[config.mk]
export PLATFORM = sky130hd
export DESIGN_NAME = sparse_tile_map_run_encoder
export DESIGN_NICKNAME = d
export VERILOG_FILES = /design/src/rtl/stme_pkg.sv /design/src/rtl/stme_ram.sv /design/src/rtl/stme_datapath.sv /design/src/rtl/stme_ctrl.sv /design/src/rtl/sparse_tile_map_run_encoder.sv
export SDC_FILE = /design/constraint.sdc
export NUM_CORES = 1
export LEC_CHECK = 0
export ABC_AREA = 1
export BUFFER_PORTS_ARGS = -buffer_cell sky130_fd_sc_hd__buf_2
export CORE_ASPECT_RATIO = 2
export CORE_MARGIN = 2
export CORE_UTILIZATION = 60
export CTS_CLUSTER_SIZE = 30
export DETAILED_ROUTE_END_ITERATION = 10
export PLACE_DENSITY = 0.86
export SETUP_SLACK_MARGIN = 0.15
export SLEW_MARGIN = 0
export SYNTH_ARGS = -nofsm -noshare
export SYNTH_HDL_FRONTEND = slang
export SYNTH_SLANG_ARGS = --single-unit
[constraint.sdc]
create_clock -name aclk -period 3.8 [get_ports aclk]
set_input_delay 0.19 -clock aclk [delete_from_list [all_inputs] [get_ports aclk]]
set_output_delay 0.19 -clock aclk [all_outputs]
set_load 0.1 [all_outputs]
[src/rtl/stme_pkg.sv]
// shared constants, codes and control types of the sparse tile map run encoder
// no dependencies; imported by the datapath, the controller, the top level and the testbench
package stme_pkg;

    // map geometry
    localparam int MAP_WIDTH   = 20;
    localparam int MAP_HEIGHT  = 18;
    localparam int LINE_STRIDE = 32;

    // derived widths
    localparam int LEN_W   = $clog2(MAP_WIDTH + 1);
    localparam int IDX_W   = (MAP_WIDTH > 1) ? $clog2(MAP_WIDTH) : 1;
    localparam int ROW_W   = (MAP_HEIGHT > 1) ? $clog2(MAP_HEIGHT) : 1;
    localparam int POS_W   = $clog2((MAP_HEIGHT - 1) * LINE_STRIDE + MAP_WIDTH + 1);
    localparam int DELTA_W = 16;
    localparam int CELL_W  = 16;
    localparam int BYTE_W  = 8;

    // output byte select codes
    localparam logic [2:0] SEL_LEN  = 3'd0;
    localparam logic [2:0] SEL_DLO  = 3'd1;
    localparam logic [2:0] SEL_DHI  = 3'd2;
    localparam logic [2:0] SEL_DATA = 3'd3;
    localparam logic [2:0] SEL_END  = 3'd4;

    // controller to datapath
    typedef struct packed {
        logic       accept;
        logic       load;
        logic [2:0] sel;
        logic       last;
    } stme_cmd_t;

    // datapath to controller
    typedef struct packed {
        logic acc_flush;
        logic acc_frame_end;
        logic data_last;
        logic pend_frame_end;
        logic out_free;
    } stme_sts_t;

endpackage

[src/rtl/stme_ram.sv]
// generic single write port, single read port ram with registered read data
// no dependencies
module stme_ram #(
    parameter int WIDTH = 8,
    parameter int DEPTH = 16,
    localparam int AW = (DEPTH > 1) ? $clog2(DEPTH) : 1
) (
    input  logic             aclk,
    input  logic             we,
    input  logic [AW-1:0]    waddr,
    input  logic [WIDTH-1:0] wdata,
    input  logic [AW-1:0]    raddr,
    output logic [WIDTH-1:0] rdata
);

    logic [WIDTH-1:0] mem [DEPTH];
    logic [WIDTH-1:0] rdata_reg;

    always_ff @(posedge aclk) begin
        if (we) begin
            mem[waddr] <= wdata;
        end
        rdata_reg <= mem[raddr];
    end

    assign rdata = rdata_reg;

endmodule

[src/rtl/stme_datapath.sv]
// datapath: position counters, run buffer, header latch and output byte register
// depends on stme_pkg and stme_ram
module stme_datapath
    import stme_pkg::*;
(
    input  logic              aclk,
    input  logic              aresetn,
    input  logic              mode,
    input  logic [CELL_W-1:0] cell_in,
    input  stme_cmd_t         cmd,
    output stme_sts_t         sts,
    input  logic              out_ready,
    output logic              out_valid,
    output logic [BYTE_W-1:0] out_byte,
    output logic              out_last
);

    logic [LEN_W-1:0]   run_len_reg, run_len_next;
    logic [IDX_W-1:0]   col_reg, col_next;
    logic [ROW_W-1:0]   row_reg, row_next;
    logic [POS_W-1:0]   row_base_reg, row_base_next;
    logic [POS_W-1:0]   prev_end_reg, prev_end_next;
    logic [POS_W-1:0]   run_start_reg;
    logic [LEN_W-1:0]   flen_reg;
    logic [DELTA_W-1:0] delta_reg;
    logic               fend_reg;
    logic [IDX_W-1:0]   rd_idx_reg, rd_idx_next;
    logic               out_valid_reg;
    logic [BYTE_W-1:0]  out_byte_reg;
    logic               out_last_reg;

    logic               transp;
    logic               row_end;
    logic               frame_end;
    logic               flush;
    logic [LEN_W-1:0]   new_len;
    logic [POS_W-1:0]   cur_pos;
    logic [POS_W-1:0]   flush_start;
    logic [DELTA_W-1:0] delta;
    logic [BYTE_W-1:0]  data_byte;
    logic [BYTE_W-1:0]  rd_data;
    logic [BYTE_W-1:0]  byte_mux;
    logic               ram_we;

    assign transp      = (cell_in[7:0] == 8'd0);
    assign row_end     = (col_reg == IDX_W'(MAP_WIDTH - 1));
    assign frame_end   = row_end && (row_reg == ROW_W'(MAP_HEIGHT - 1));
    assign new_len     = transp ? run_len_reg : run_len_reg + LEN_W'(1);
    assign flush       = transp ? (run_len_reg != '0) : row_end;
    assign cur_pos     = row_base_reg + POS_W'(col_reg);
    assign flush_start = (run_len_reg == '0) ? cur_pos : run_start_reg;
    assign delta       = DELTA_W'(flush_start) - DELTA_W'(prev_end_reg);
    assign data_byte   = mode ? cell_in[15:8] : (cell_in[7:0] - 8'd1);
    assign ram_we      = cmd.accept && !transp;

    // run data bytes, read one ahead so the data phase streams
    stme_ram #(
        .WIDTH (BYTE_W),
        .DEPTH (MAP_WIDTH)
    ) u_run_ram (
        .aclk  (aclk),
        .we    (ram_we),
        .waddr (run_len_reg[IDX_W-1:0]),
        .wdata (data_byte),
        .raddr (rd_idx_next),
        .rdata (rd_data)
    );

    always_comb begin
        run_len_next  = run_len_reg;
        col_next      = col_reg;
        row_next      = row_reg;
        row_base_next = row_base_reg;
        prev_end_next = prev_end_reg;
        if (cmd.accept) begin
            run_len_next = flush ? '0 : new_len;
            if (flush) begin
                prev_end_next = flush_start + POS_W'(new_len);
            end
            if (row_end) begin
                col_next = '0;
                if (frame_end) begin
                    row_next      = '0;
                    row_base_next = '0;
                    prev_end_next = '0;
                end else begin
                    row_next      = row_reg + ROW_W'(1);
                    row_base_next = row_base_reg + POS_W'(LINE_STRIDE);
                end
            end else begin
                col_next = col_reg + IDX_W'(1);
            end
        end
    end

    always_comb begin
        rd_idx_next = rd_idx_reg;
        if (cmd.accept) begin
            rd_idx_next = '0;
        end else if (cmd.load && (cmd.sel == SEL_DATA) && !sts.data_last) begin
            rd_idx_next = rd_idx_reg + IDX_W'(1);
        end
    end

    always_comb begin
        case (cmd.sel)
            SEL_LEN:  byte_mux = BYTE_W'(flen_reg);
            SEL_DLO:  byte_mux = delta_reg[7:0];
            SEL_DHI:  byte_mux = delta_reg[15:8];
            SEL_DATA: byte_mux = rd_data;
            SEL_END:  byte_mux = 8'd0;
            default:  byte_mux = 8'd0;
        endcase
    end

    always_ff @(posedge aclk) begin
        if (!aresetn) begin
            run_len_reg   <= '0;
            col_reg       <= '0;
            row_reg       <= '0;
            row_base_reg  <= '0;
            prev_end_reg  <= '0;
            rd_idx_reg    <= '0;
            out_valid_reg <= 1'b0;
        end else begin
            run_len_reg  <= run_len_next;
            col_reg      <= col_next;
            row_reg      <= row_next;
            row_base_reg <= row_base_next;
            prev_end_reg <= prev_end_next;
            rd_idx_reg   <= rd_idx_next;
            if (cmd.load) begin
                out_valid_reg <= 1'b1;
            end else if (out_ready) begin
                out_valid_reg <= 1'b0;
            end
        end
    end

    // payload registers
    always_ff @(posedge aclk) begin
        if (cmd.accept) begin
            if (!transp && (run_len_reg == '0)) begin
                run_start_reg <= cur_pos;
            end
            if (flush) begin
                flen_reg  <= new_len;
                delta_reg <= delta;
            end
            fend_reg <= frame_end;
        end
        if (cmd.load) begin
            out_byte_reg <= byte_mux;
            out_last_reg <= cmd.last;
        end
    end

    assign sts.acc_flush      = flush;
    assign sts.acc_frame_end  = frame_end;
    assign sts.data_last      = ((LEN_W'(rd_idx_reg) + LEN_W'(1)) == flen_reg);
    assign sts.pend_frame_end = fend_reg;
    assign sts.out_free       = !out_valid_reg || out_ready;

    assign out_valid = out_valid_reg;
    assign out_byte  = out_byte_reg;
    assign out_last  = out_last_reg;

`ifndef NO_ASSERTIONS
    // an open run never reaches a full row, the row end always closes it
    assert property (@(posedge aclk) disable iff (!aresetn)
        run_len_reg <= LEN_W'(MAP_WIDTH - 1))
        else $error("open run length out of range");

    assert property (@(posedge aclk) disable iff (!aresetn)
        col_reg <= IDX_W'(MAP_WIDTH - 1))
        else $error("column out of range");

    // the frame end returns every position counter to the origin
    assert property (@(posedge aclk) disable iff (!aresetn)
        cmd.accept && frame_end |=> (row_reg == '0) && (col_reg == '0)
            && (prev_end_reg == '0) && (row_base_reg == '0))
        else $error("position not cleared at frame end");
`endif

endmodule

[src/rtl/stme_ctrl.sv]
// controller: steps through count, delta and data bytes of a closed run and the end mark
// depends on stme_pkg
module stme_ctrl
    import stme_pkg::*;
(
    input  logic      aclk,
    input  logic      aresetn,
    input  logic      in_valid,
    output logic      in_ready,
    input  stme_sts_t sts,
    output stme_cmd_t cmd
);

    localparam logic [2:0] ST_IDLE = 3'd0;
    localparam logic [2:0] ST_LEN  = 3'd1;
    localparam logic [2:0] ST_DLO  = 3'd2;
    localparam logic [2:0] ST_DHI  = 3'd3;
    localparam logic [2:0] ST_DATA = 3'd4;
    localparam logic [2:0] ST_END  = 3'd5;

    logic [2:0] state_reg, state_next;

    assign in_ready = (state_reg == ST_IDLE);

    always_comb begin
        state_next = state_reg;
        cmd.accept = 1'b0;
        cmd.load   = 1'b0;
        cmd.sel    = SEL_LEN;
        cmd.last   = 1'b0;
        case (state_reg)
            ST_IDLE: begin
                cmd.accept = in_valid;
                if (in_valid) begin
                    if (sts.acc_flush) begin
                        state_next = ST_LEN;
                    end else if (sts.acc_frame_end) begin
                        state_next = ST_END;
                    end
                end
            end
            ST_LEN: begin
                cmd.load = sts.out_free;
                cmd.sel  = SEL_LEN;
                if (sts.out_free) begin
                    state_next = ST_DLO;
                end
            end
            ST_DLO: begin
                cmd.load = sts.out_free;
                cmd.sel  = SEL_DLO;
                if (sts.out_free) begin
                    state_next = ST_DHI;
                end
            end
            ST_DHI: begin
                cmd.load = sts.out_free;
                cmd.sel  = SEL_DHI;
                if (sts.out_free) begin
                    state_next = ST_DATA;
                end
            end
            ST_DATA: begin
                cmd.load = sts.out_free;
                cmd.sel  = SEL_DATA;
                cmd.last = sts.data_last && !sts.pend_frame_end;
                if (sts.out_free && sts.data_last) begin
                    state_next = sts.pend_frame_end ? ST_END : ST_IDLE;
                end
            end
            ST_END: begin
                cmd.load = sts.out_free;
                cmd.sel  = SEL_END;
                cmd.last = 1'b1;
                if (sts.out_free) begin
                    state_next = ST_IDLE;
                end
            end
            default: begin
                state_next = ST_IDLE;
            end
        endcase
    end

    always_ff @(posedge aclk) begin
        if (!aresetn) begin
            state_reg <= ST_IDLE;
        end else begin
            state_reg <= state_next;
        end
    end

`ifndef NO_ASSERTIONS
    // a byte is only loaded into a free output register
    assert property (@(posedge aclk) disable iff (!aresetn)
        cmd.load |-> sts.out_free)
        else $error("output register overwritten");

    // a cell that closes a run starts with the count byte
    assert property (@(posedge aclk) disable iff (!aresetn)
        cmd.accept && sts.acc_flush |=> state_reg == ST_LEN)
        else $error("closed run not emitted");

    // no new cell while bytes of the previous one are pending
    assert property (@(posedge aclk) disable iff (!aresetn)
        cmd.accept |-> !cmd.load)
        else $error("cell accepted during emission");
`endif

endmodule

[src/rtl/sparse_tile_map_run_encoder.sv]
// top level of the sparse tile map run encoder: stream ports, register port, hookup
// depends on stme_pkg, stme_ctrl and stme_datapath
//
// Cells of a MAP_WIDTH x MAP_HEIGHT tile map enter in raster order, one 16-bit cell
// per input word (tile number in the low byte, attributes in the high byte; a zero
// tile number is transparent). Every run of non-transparent cells in a row comes out
// as a byte stream: the run length, a 16-bit delta low byte first from the end of the
// previous run to the run start (positions are row * LINE_STRIDE + column), then one
// data byte per cell, the tile number minus one or, with attribute_mode set, the
// attribute byte. The mode is sampled as each cell arrives. After the last cell of a
// frame a zero end byte follows and the position returns to the origin. m_tlast marks
// the final byte caused by one input cell; a cell that closes no run and ends no
// frame produces nothing. Bytes leave through a single output register at one per
// cycle while m_tready is high; the next cell is accepted while the last byte still
// waits in that register. attribute_mode is register 0 at byte address 0 and is to
// be written only while idle by the user; the block itself does not enforce this.
module sparse_tile_map_run_encoder
    import stme_pkg::*;
(
    input  logic        aclk,
    input  logic        aresetn,

    // input cells
    input  logic        s_tvalid,
    output logic        s_tready,
    input  logic [15:0] s_tdata,   // [15:0] cell_value

    // output bytes
    output logic        m_tvalid,
    input  logic        m_tready,
    output logic [7:0]  m_tdata,   // [7:0] out_byte
    output logic        m_tlast,   // last_of_item

    // register port
    input  logic        psel,
    input  logic        penable,
    input  logic        pwrite,
    input  logic [2:0]  paddr,
    input  logic [31:0] pwdata,
    output logic [31:0] prdata,
    output logic        pready
);

    // register index decode: index is paddr[2], only index 0 exists
    localparam logic REG_ATTR_MODE = 1'b0;

    logic      mode_reg;
    logic      cfg_write;
    stme_cmd_t cmd;
    stme_sts_t sts;

    assign pready    = 1'b1;
    assign cfg_write = psel && penable && pwrite && pready;

    always_ff @(posedge aclk) begin
        if (!aresetn) begin
            mode_reg <= 1'b0;
        end else if (cfg_write && (paddr[2] == REG_ATTR_MODE)) begin
            mode_reg <= pwdata[0];
        end
    end

    // read back; the other address reads as zero
    assign prdata = (paddr[2] == REG_ATTR_MODE) ? {31'd0, mode_reg} : 32'd0;

    // sequencer for the byte groups
    stme_ctrl u_ctrl (
        .aclk     (aclk),
        .aresetn  (aresetn),
        .in_valid (s_tvalid),
        .in_ready (s_tready),
        .sts      (sts),
        .cmd      (cmd)
    );

    // counters, run buffer and output register
    stme_datapath u_datapath (
        .aclk      (aclk),
        .aresetn   (aresetn),
        .mode      (mode_reg),
        .cell_in   (s_tdata),
        .cmd       (cmd),
        .sts       (sts),
        .out_ready (m_tready),
        .out_valid (m_tvalid),
        .out_byte  (m_tdata),
        .out_last  (m_tlast)
    );

endmodule

## Word level (Yosys, flattened, before mapping)

Memory sizes are Yosys's and may differ from the RTL's. A register that Yosys moved wholly into a read port is not among the register bits.
Index checks and enable logic that the tools add are counted.

| word-level totals | value |
|---|---|
| bits in registers | 86 |
| latch bits | 0 |
| bits in writable memories | 160 |
| bits in read-only memories | 0 |
| input port bits | 58 |
| output and inout bits | 44 |
| word-level logic and storage cells | 101 |
| memories kept | 1 |

| operators by class | value |
|---|---|
| $add $sub $neg | 9 |
| multipliers | 0 |
| div/mod/pow operators | 0 |
| magnitude comparators | 0 |
| equal/unequal tests | 18 |
| shifts and indexed selects | 0 |
| multiplexer cells | 32 |
| bitwise gates (word level) | 1 |
| reductions and logical operators | 25 |

Memories:

| name | words | width | rd ports | clocked after Yosys merged registers in | write ports | line | text |
|---|---|---|---|---|---|---|---|
| u_datapath.u_run_ram.mem | 20 | 8 | 1 | 1 | 1 | stme_ram.sv:16 | `logic [WIDTH-1:0] mem [DEPTH];` |

Operators with widths:

| cell | count |
|---|---|
| 2-to-1 mux 10 bit | 5 |
| one-hot mux 8 bit (4 select lines) | 1 |
| 2-to-1 mux 5 bit | 6 |
| 2-to-1 mux 3 bit | 9 |
| adder 10 x 5 -> 10 bit | 2 |
| adder 5 x 1 -> 5 bit, second input constant | 4 |
| one-hot mux 4 bit (5 select lines) | 1 |
| one-hot mux 3 bit (6 select lines) | 1 |
| == test 3 x 2 -> 1 bit, second input constant | 4 |
| subtractor 10 x 10 -> 11 bit | 1 |
| adder 10 x 6 -> 10 bit, second input constant | 1 |
| == test 5 bit, second input constant | 2 |
| logical AND 1 bit | 10 |
| != test 2 x 1 -> 1 bit, second input constant | 5 |
| logical NOT 8 bit | 1 |
| 2-to-1 mux 8 bit | 1 |
| subtractor 8 x 1 -> 8 bit, second input constant | 1 |
| 2-to-1 mux 1 bit | 7 |
| AND reduction 7 bit | 1 |
| == test 3 x 1 -> 1 bit, second input constant | 2 |
| == test 3 bit, second input constant | 2 |
| logical NOT 3 bit | 2 |
| AND reduction 2 bit | 3 |
| == test 5 bit | 1 |
| 9 further kinds | 12 |

## Logic depth before layout (Yosys ltp)

| depth | value |
|---|---|
| depth in word-level cells | 8 |
| mapped depth | 23 |
| gate-level depth less buffers | 23 |

## By module

A second synthesis with hierarchy kept.

| second synthesis, totals | value |
|---|---|
| cell total of the unflattened synthesis | 1217 |
| area total of the unflattened synthesis | 11813.8 µm² |

By module, submodules not included:

| module | times used | cells an instance | area each (µm²) | seq. area each (µm²) |
|---|---|---|---|---|
| stme_ram | 1 | 565 | 6734.0 | 4964.8 |
| stme_datapath | 1 | 548 | 4394.2 | 1801.7 |
| stme_ctrl | 1 | 58 | 371.6 | 60.1 |
| sparse_tile_map_run_encoder | 1 | 46 | 314.1 | 20.0 |

## Least setup slack after synthesis

No wires, ideal clock.

| timing | value |
|---|---|
| kind | reg2reg |
| start | reg u_ctrl.state_reg[0] |
| end | reg u_datapath.run_start_reg[0] (enable) |
| setup time | 0.390 ns |
| data arrival time | 2.789 ns |
| data required time | 3.410 ns |
| setup slack | 0.621 ns |
| cell stages (with the launch flop) | 11 |
| buffers on the path | 3 |
| clock period less this slack | 3.179 ns |
| cell sequence | dfxtp_1 > nor2_1 > inv_2 > nor2_4 > inv_2 > nor2_8 > inv_2 > buf_2 > buf_2 > buf_1 > nor3_1 |

RTL lines:

| element | line | text |
|---|---|---|
| start: declaration | stme_ctrl.sv:21 | `logic [2:0] state_reg, state_next;` |
| start signal: assignment | stme_ctrl.sv:89 | `state_reg <= state_next;` |
| end signal: assignment | stme_datapath.sv:144 | `run_start_reg <= cur_pos;` |
| end: declaration | stme_datapath.sv:23 | `logic [POS_W-1:0] run_start_reg;` |

## Worst setup path in the final report

| timing | value |
|---|---|
| start | reg u_datapath.rd_idx_reg[0] |
| end | reg u_datapath.u_run_ram.rdata_reg[6], in the netlist u_datapath.u_run_ram.rdata[6], read port of u_datapath.u_run_ram.mem |

| on the way | value |
|---|---|
| longest elaborated chain between the ends | 6 |

RTL lines:

| element | line | text |
|---|---|---|
| start: declaration | stme_datapath.sv:27 | `logic [IDX_W-1:0] rd_idx_reg, rd_idx_next;` |
| start signal: assignment | stme_datapath.sv:131 | `rd_idx_reg <= rd_idx_next;` |
| adder 5 x 1 -> 5 bit | stme_datapath.sv:101, stme_datapath.sv:160 |  |
| == test 5 bit | stme_datapath.sv:160 | `assign sts.data_last = ((LEN_W'(rd_idx_reg) + LEN_W'(1)) == flen_reg);` |
| logical NOT 1 bit | stme_datapath.sv:100 | `end else if (cmd.load && (cmd.sel == SEL_DATA) && !sts.data_last) begin` |
| logical AND 1 bit | stme_datapath.sv:100 |  |
| 2-to-1 mux 5 bit (*) | stme_datapath.sv:100 |  |
| 2-to-1 mux 5 bit (*) | stme_datapath.sv:98 | `if (cmd.accept) begin` |
| end: declaration | stme_ram.sv:17 | `logic [WIDTH-1:0] rdata_reg;` |

Every way passes the cells marked *; elsewhere a longest branch is shown, timed or not.
A chain may end at the register's enable or synchronous reset.

==> flow_metrics.env <==
export IMPL_r2r_cells=16
export IMPL_worst_pin_slew_ns=1.24
export IMPL_max_clock_path_buffers=3
export IMPL_grtUsageMet2=0.543
export IMPL_yosys_top_cells_area="edfxtp_1 49%, dfxtp_1 8.0%, inv_1 6.6%, nand2_1 6.4%, nand3_1 5.6%"
export IMPL_dr_first_iter_drc_count=839
export IMPL_cts_tree="yes"
export IMPL_std_cell_rows=73
export IMPL_fillCellCount=1451
export IMPL_max_cap_violations=0
export IMPL_top_usage_layer="met2"
export IMPL_fp_dieArea_um2=21300
export IMPL_syn_area_um2=12000
export IMPL_clock_skew_ns=0.0135
export IMPL_grt_pass1_wl_mm=47.1
export IMPL_crit_arrival_ns=3.71
export IMPL_hp_class="in -> reg"
export IMPL_dr_pass1_iters=5
export IMPL_grt_met3_usage=0.0360
export IMPL_io_pins=102
export IMPL_r2r_start="u_datapath.rd_idx_reg[0]$_SDFF_PN0_"
export IMPL_wl_per_cell_um=19.1
export IMPL_syn_inst=1265
export IMPL_cp_required_ns=4.16
export IMPL_ys_flop_type="edfxtp_1"
export IMPL_critical_path_class="reg -> reg"
export IMPL_core_um2=19800
export IMPL_dp_cells=1530
export IMPL_grt_ovfl_total=0
export IMPL_slew_violations=0
export IMPL_synth_common_cells="212 x inv_1, 205 x nand2_1, 196 x edfxtp_1, 134 x nand3_1, 75 x nor2_1"
export IMPL_syn_to_final_growth_pct=8.01
export IMPL_cp_cell_sequence="ha_1, nand2_1, nand2_1, nor2_1, nand3_1, nor2_2, nand3_2, nand3_2, buf_4, nand4_1, nand3_1, nand3_1, nand3_1, nand2_1, nand2_1, nand2_1"
export IMPL_syn_area_per_cell_um2=9.52
export IMPL_r2r_end="u_datapath.u_run_ram.rdata[6]$_DFF_P_"
export IMPL_finalWorstSetupSlack_ns=0.445
export IMPL_cp_endpoint="u_datapath.u_run_ram.rdata[6]$_DFF_P_"
export IMPL_drc=0
export IMPL_final_util=0.656
export IMPL_fin_crit_sh=0.883
export IMPL_synth_top_cell_area_share=0.489
export IMPL_final_nets=1378
export IMPL_finalSetupTns_ns=0
export IMPL_outcome="completed"
export IMPL_grtUsageTotal=0.288
export IMPL_grt_max_degree=65
export IMPL_netlist_top_cell_by_area="edfxtp_1"
export IMPL_cts_max_level=1
export IMPL_fmax_mhz=298
export IMPL_critPathTopFamily="simple AND/OR/NAND/NOR gates"
export IMPL_largest_reg_flops=160
export IMPL_wirelength_mm=29.9
export IMPL_synth_edf_count=196
export IMPL_fp_dieW_um=104
export IMPL_synth_compound_area_frac=0.0637
export IMPL_slowest_stage="buf_4"
export IMPL_hold_viol=0
export IMPL_crit_start="u_datapath.rd_idx_reg[0]$_SDFF_PN0_"
export IMPL_reg2reg_slack_ns=0.45
export IMPL_postSynth_asyncResetShare=0
export IMPL_endpoint_kind="flop"
export IMPL_final_layout_size_suffix_gt1_frac=0.0949
export IMPL_yosys_warnings=0
export IMPL_dp_worst_setup_slack_ns=0.268
export IMPL_relSlewSlack=0.174
export IMPL_yosysSeqAreaShare=0.569
export IMPL_p_leak_nw=5.40
export IMPL_p_per_area_nw_per_um2=655
export IMPL_numCtsBuffers=20
export IMPL_grt_setup_unrepaired="false"
export IMPL_clkLatencyLatePin_ns=0.52
export IMPL_grt_pass1_vias=9147
export IMPL_cts_setup_buffers=0
export IMPL_cts_root_buf="clkbuf_16"
export IMPL_cts_sinks=244
export IMPL_cpPeakStageDelay_ns=0.58
export IMPL_crit_top_cell="nand2_1"
export IMPL_yosys_area_share_simple=0.205
export IMPL_die_height_um=204
export IMPL_vias_per_cell=5.83
export IMPL_cp_num_buf_inv=1
export IMPL_synth_top_family_by_area="simple AND/OR/NAND/NOR gates"
export IMPL_synth_most_common_cell="inv_1"
export IMPL_synth_xor_area_share=0.0167
export IMPL_synth_distinct_cells=54
export IMPL_finalNonFillerCells=1568
export IMPL_start_kind="flop"
export IMPL_ir_drop_uv=593
export IMPL_setup_violations=0
export IMPL_synthAdderAreaFrac=0.0304
export IMPL_hpwl_mm=20.5
export IMPL_synthMuxAreaShare=0
export IMPL_grt_use_met1=0.274
export IMPL_start_util=0.607
export IMPL_finalWeightedCongestion=0.943
export IMPL_fin_crit_ns=3.35
export IMPL_synth_seq_cells=244
export IMPL_clk_pin_slew_worst_paths_ns=0.07
export IMPL_num_vias=9143
export IMPL_insertedDiodeCount=0
export IMPL_path_max_fanout=64
export IMPL_port_buffer_count=36
export IMPL_ant_nets=0
export IMPL_path_depth=16
export IMPL_antenna_found_initial=0
==> placed cells by master, fill, tap and decap left out, types with 22 or more instances in the layout <==
cell      Yosys  final
inv_1       212    212
nand2_1     205    205
edfxtp_1    196    196
nand3_1     134    133
nor2_1       75     74
nand4_1      72     72
a21oi_1      47     47
dfxtp_1      48     47
o21ai_0      42     36
buf_2        29     36
conb_1        2     33
ha_1         26     26
buf_4        36     22
==> worst min path at each step <==
stage	endpoint	from	cells after the start	slack (ns)
floorplan	u_datapath.out_valid$_SDFFE_PN0P_	aresetn	2	0.31
global placement	u_datapath.run_start_reg[9]$_DFFE_PP_	u_datapath.row_base_reg[9]$_SDFFE_PN0P_	0	0.42
detailed placement	u_datapath.run_start_reg[9]$_DFFE_PP_	u_datapath.row_base_reg[9]$_SDFFE_PN0P_	0	0.42
CTS	u_ctrl.state_reg[0]$_SDFFE_PN0P_	aresetn	3	0.03
global route	u_datapath.row_base_reg[5]$_SDFFE_PN0P_	aresetn	3	0.05
finish	u_ctrl.state_reg[0]$_SDFFE_PN0P_	aresetn	3	0.04
==> worst min-delay path, delay by kind of cell <==
| family | cells | cell delay, ns |
|---|---|---|
| buffers and inverters | 1 | 0.19 |
| AOI/OAI and AO/OA | 2 | 0.14 |
==> stage by stage <==
stage | area (um^2) | hold WS [ns] | total power, mW
final | 13000 | 0.0437 | 8.51
after global routing | 13000 | 0.0513 | 8.87
after CTS | 13000 | 0.0274 | 8.45
after detailed placement | 12300 | 0.425 | 6.39
after global placement | 12300 | 0.418 | 6.30
after floorplan | 12200 | 0.314 | 5.64
==> cell families (layout without fill, tap and decap cells) <==
logic type               Yosys count  count (layout)
adder cells (fa/ha/maj)           28              28
other                              2              33
XOR/XNOR                          23              23
AND/OR/NAND/NOR                  526             526
AO/OA/AOI/OAI                    133             133
flip-flops                       244             244
buffers and inverters            309             319
==> layout make-up <==
cell class,count,area (um^2),area share
flip-flops and latches,244,6850,0.527
multi-input cells,743,3960,0.305
inverters,222,833,0.0641
clock buffers,27,548,0.0422
repair buffers,61,385,0.0296
well taps,262,328,0.0252
clock inverters,9,97.6,0.00751
==> report_power, final <==
group | leakage (nW) | internal [mW] | switching [mW]
clock network | 0.317 | 1.16 | 0.923
logic | 2.91 | 0.766 | 2.32
registers | 2.17 | 3.22 | 0.119
==> what timing repair did <==
item,4_1_cts,5_1_grt
resized for setup,0,6
setup endpoints to repair,0,6
hold buffers,2,0
hold endpoints to repair,1,0
==> metal layers <==
metal,share of wire,vias up,wire [um]
met1,0.31,4293,9200
met5,0,-,0
met4,0.086,0,2580
met2,0.54,460,16300
li1,-,4248,-
met3,0.062,142,1860
Power figures use the tool's default switching activity.
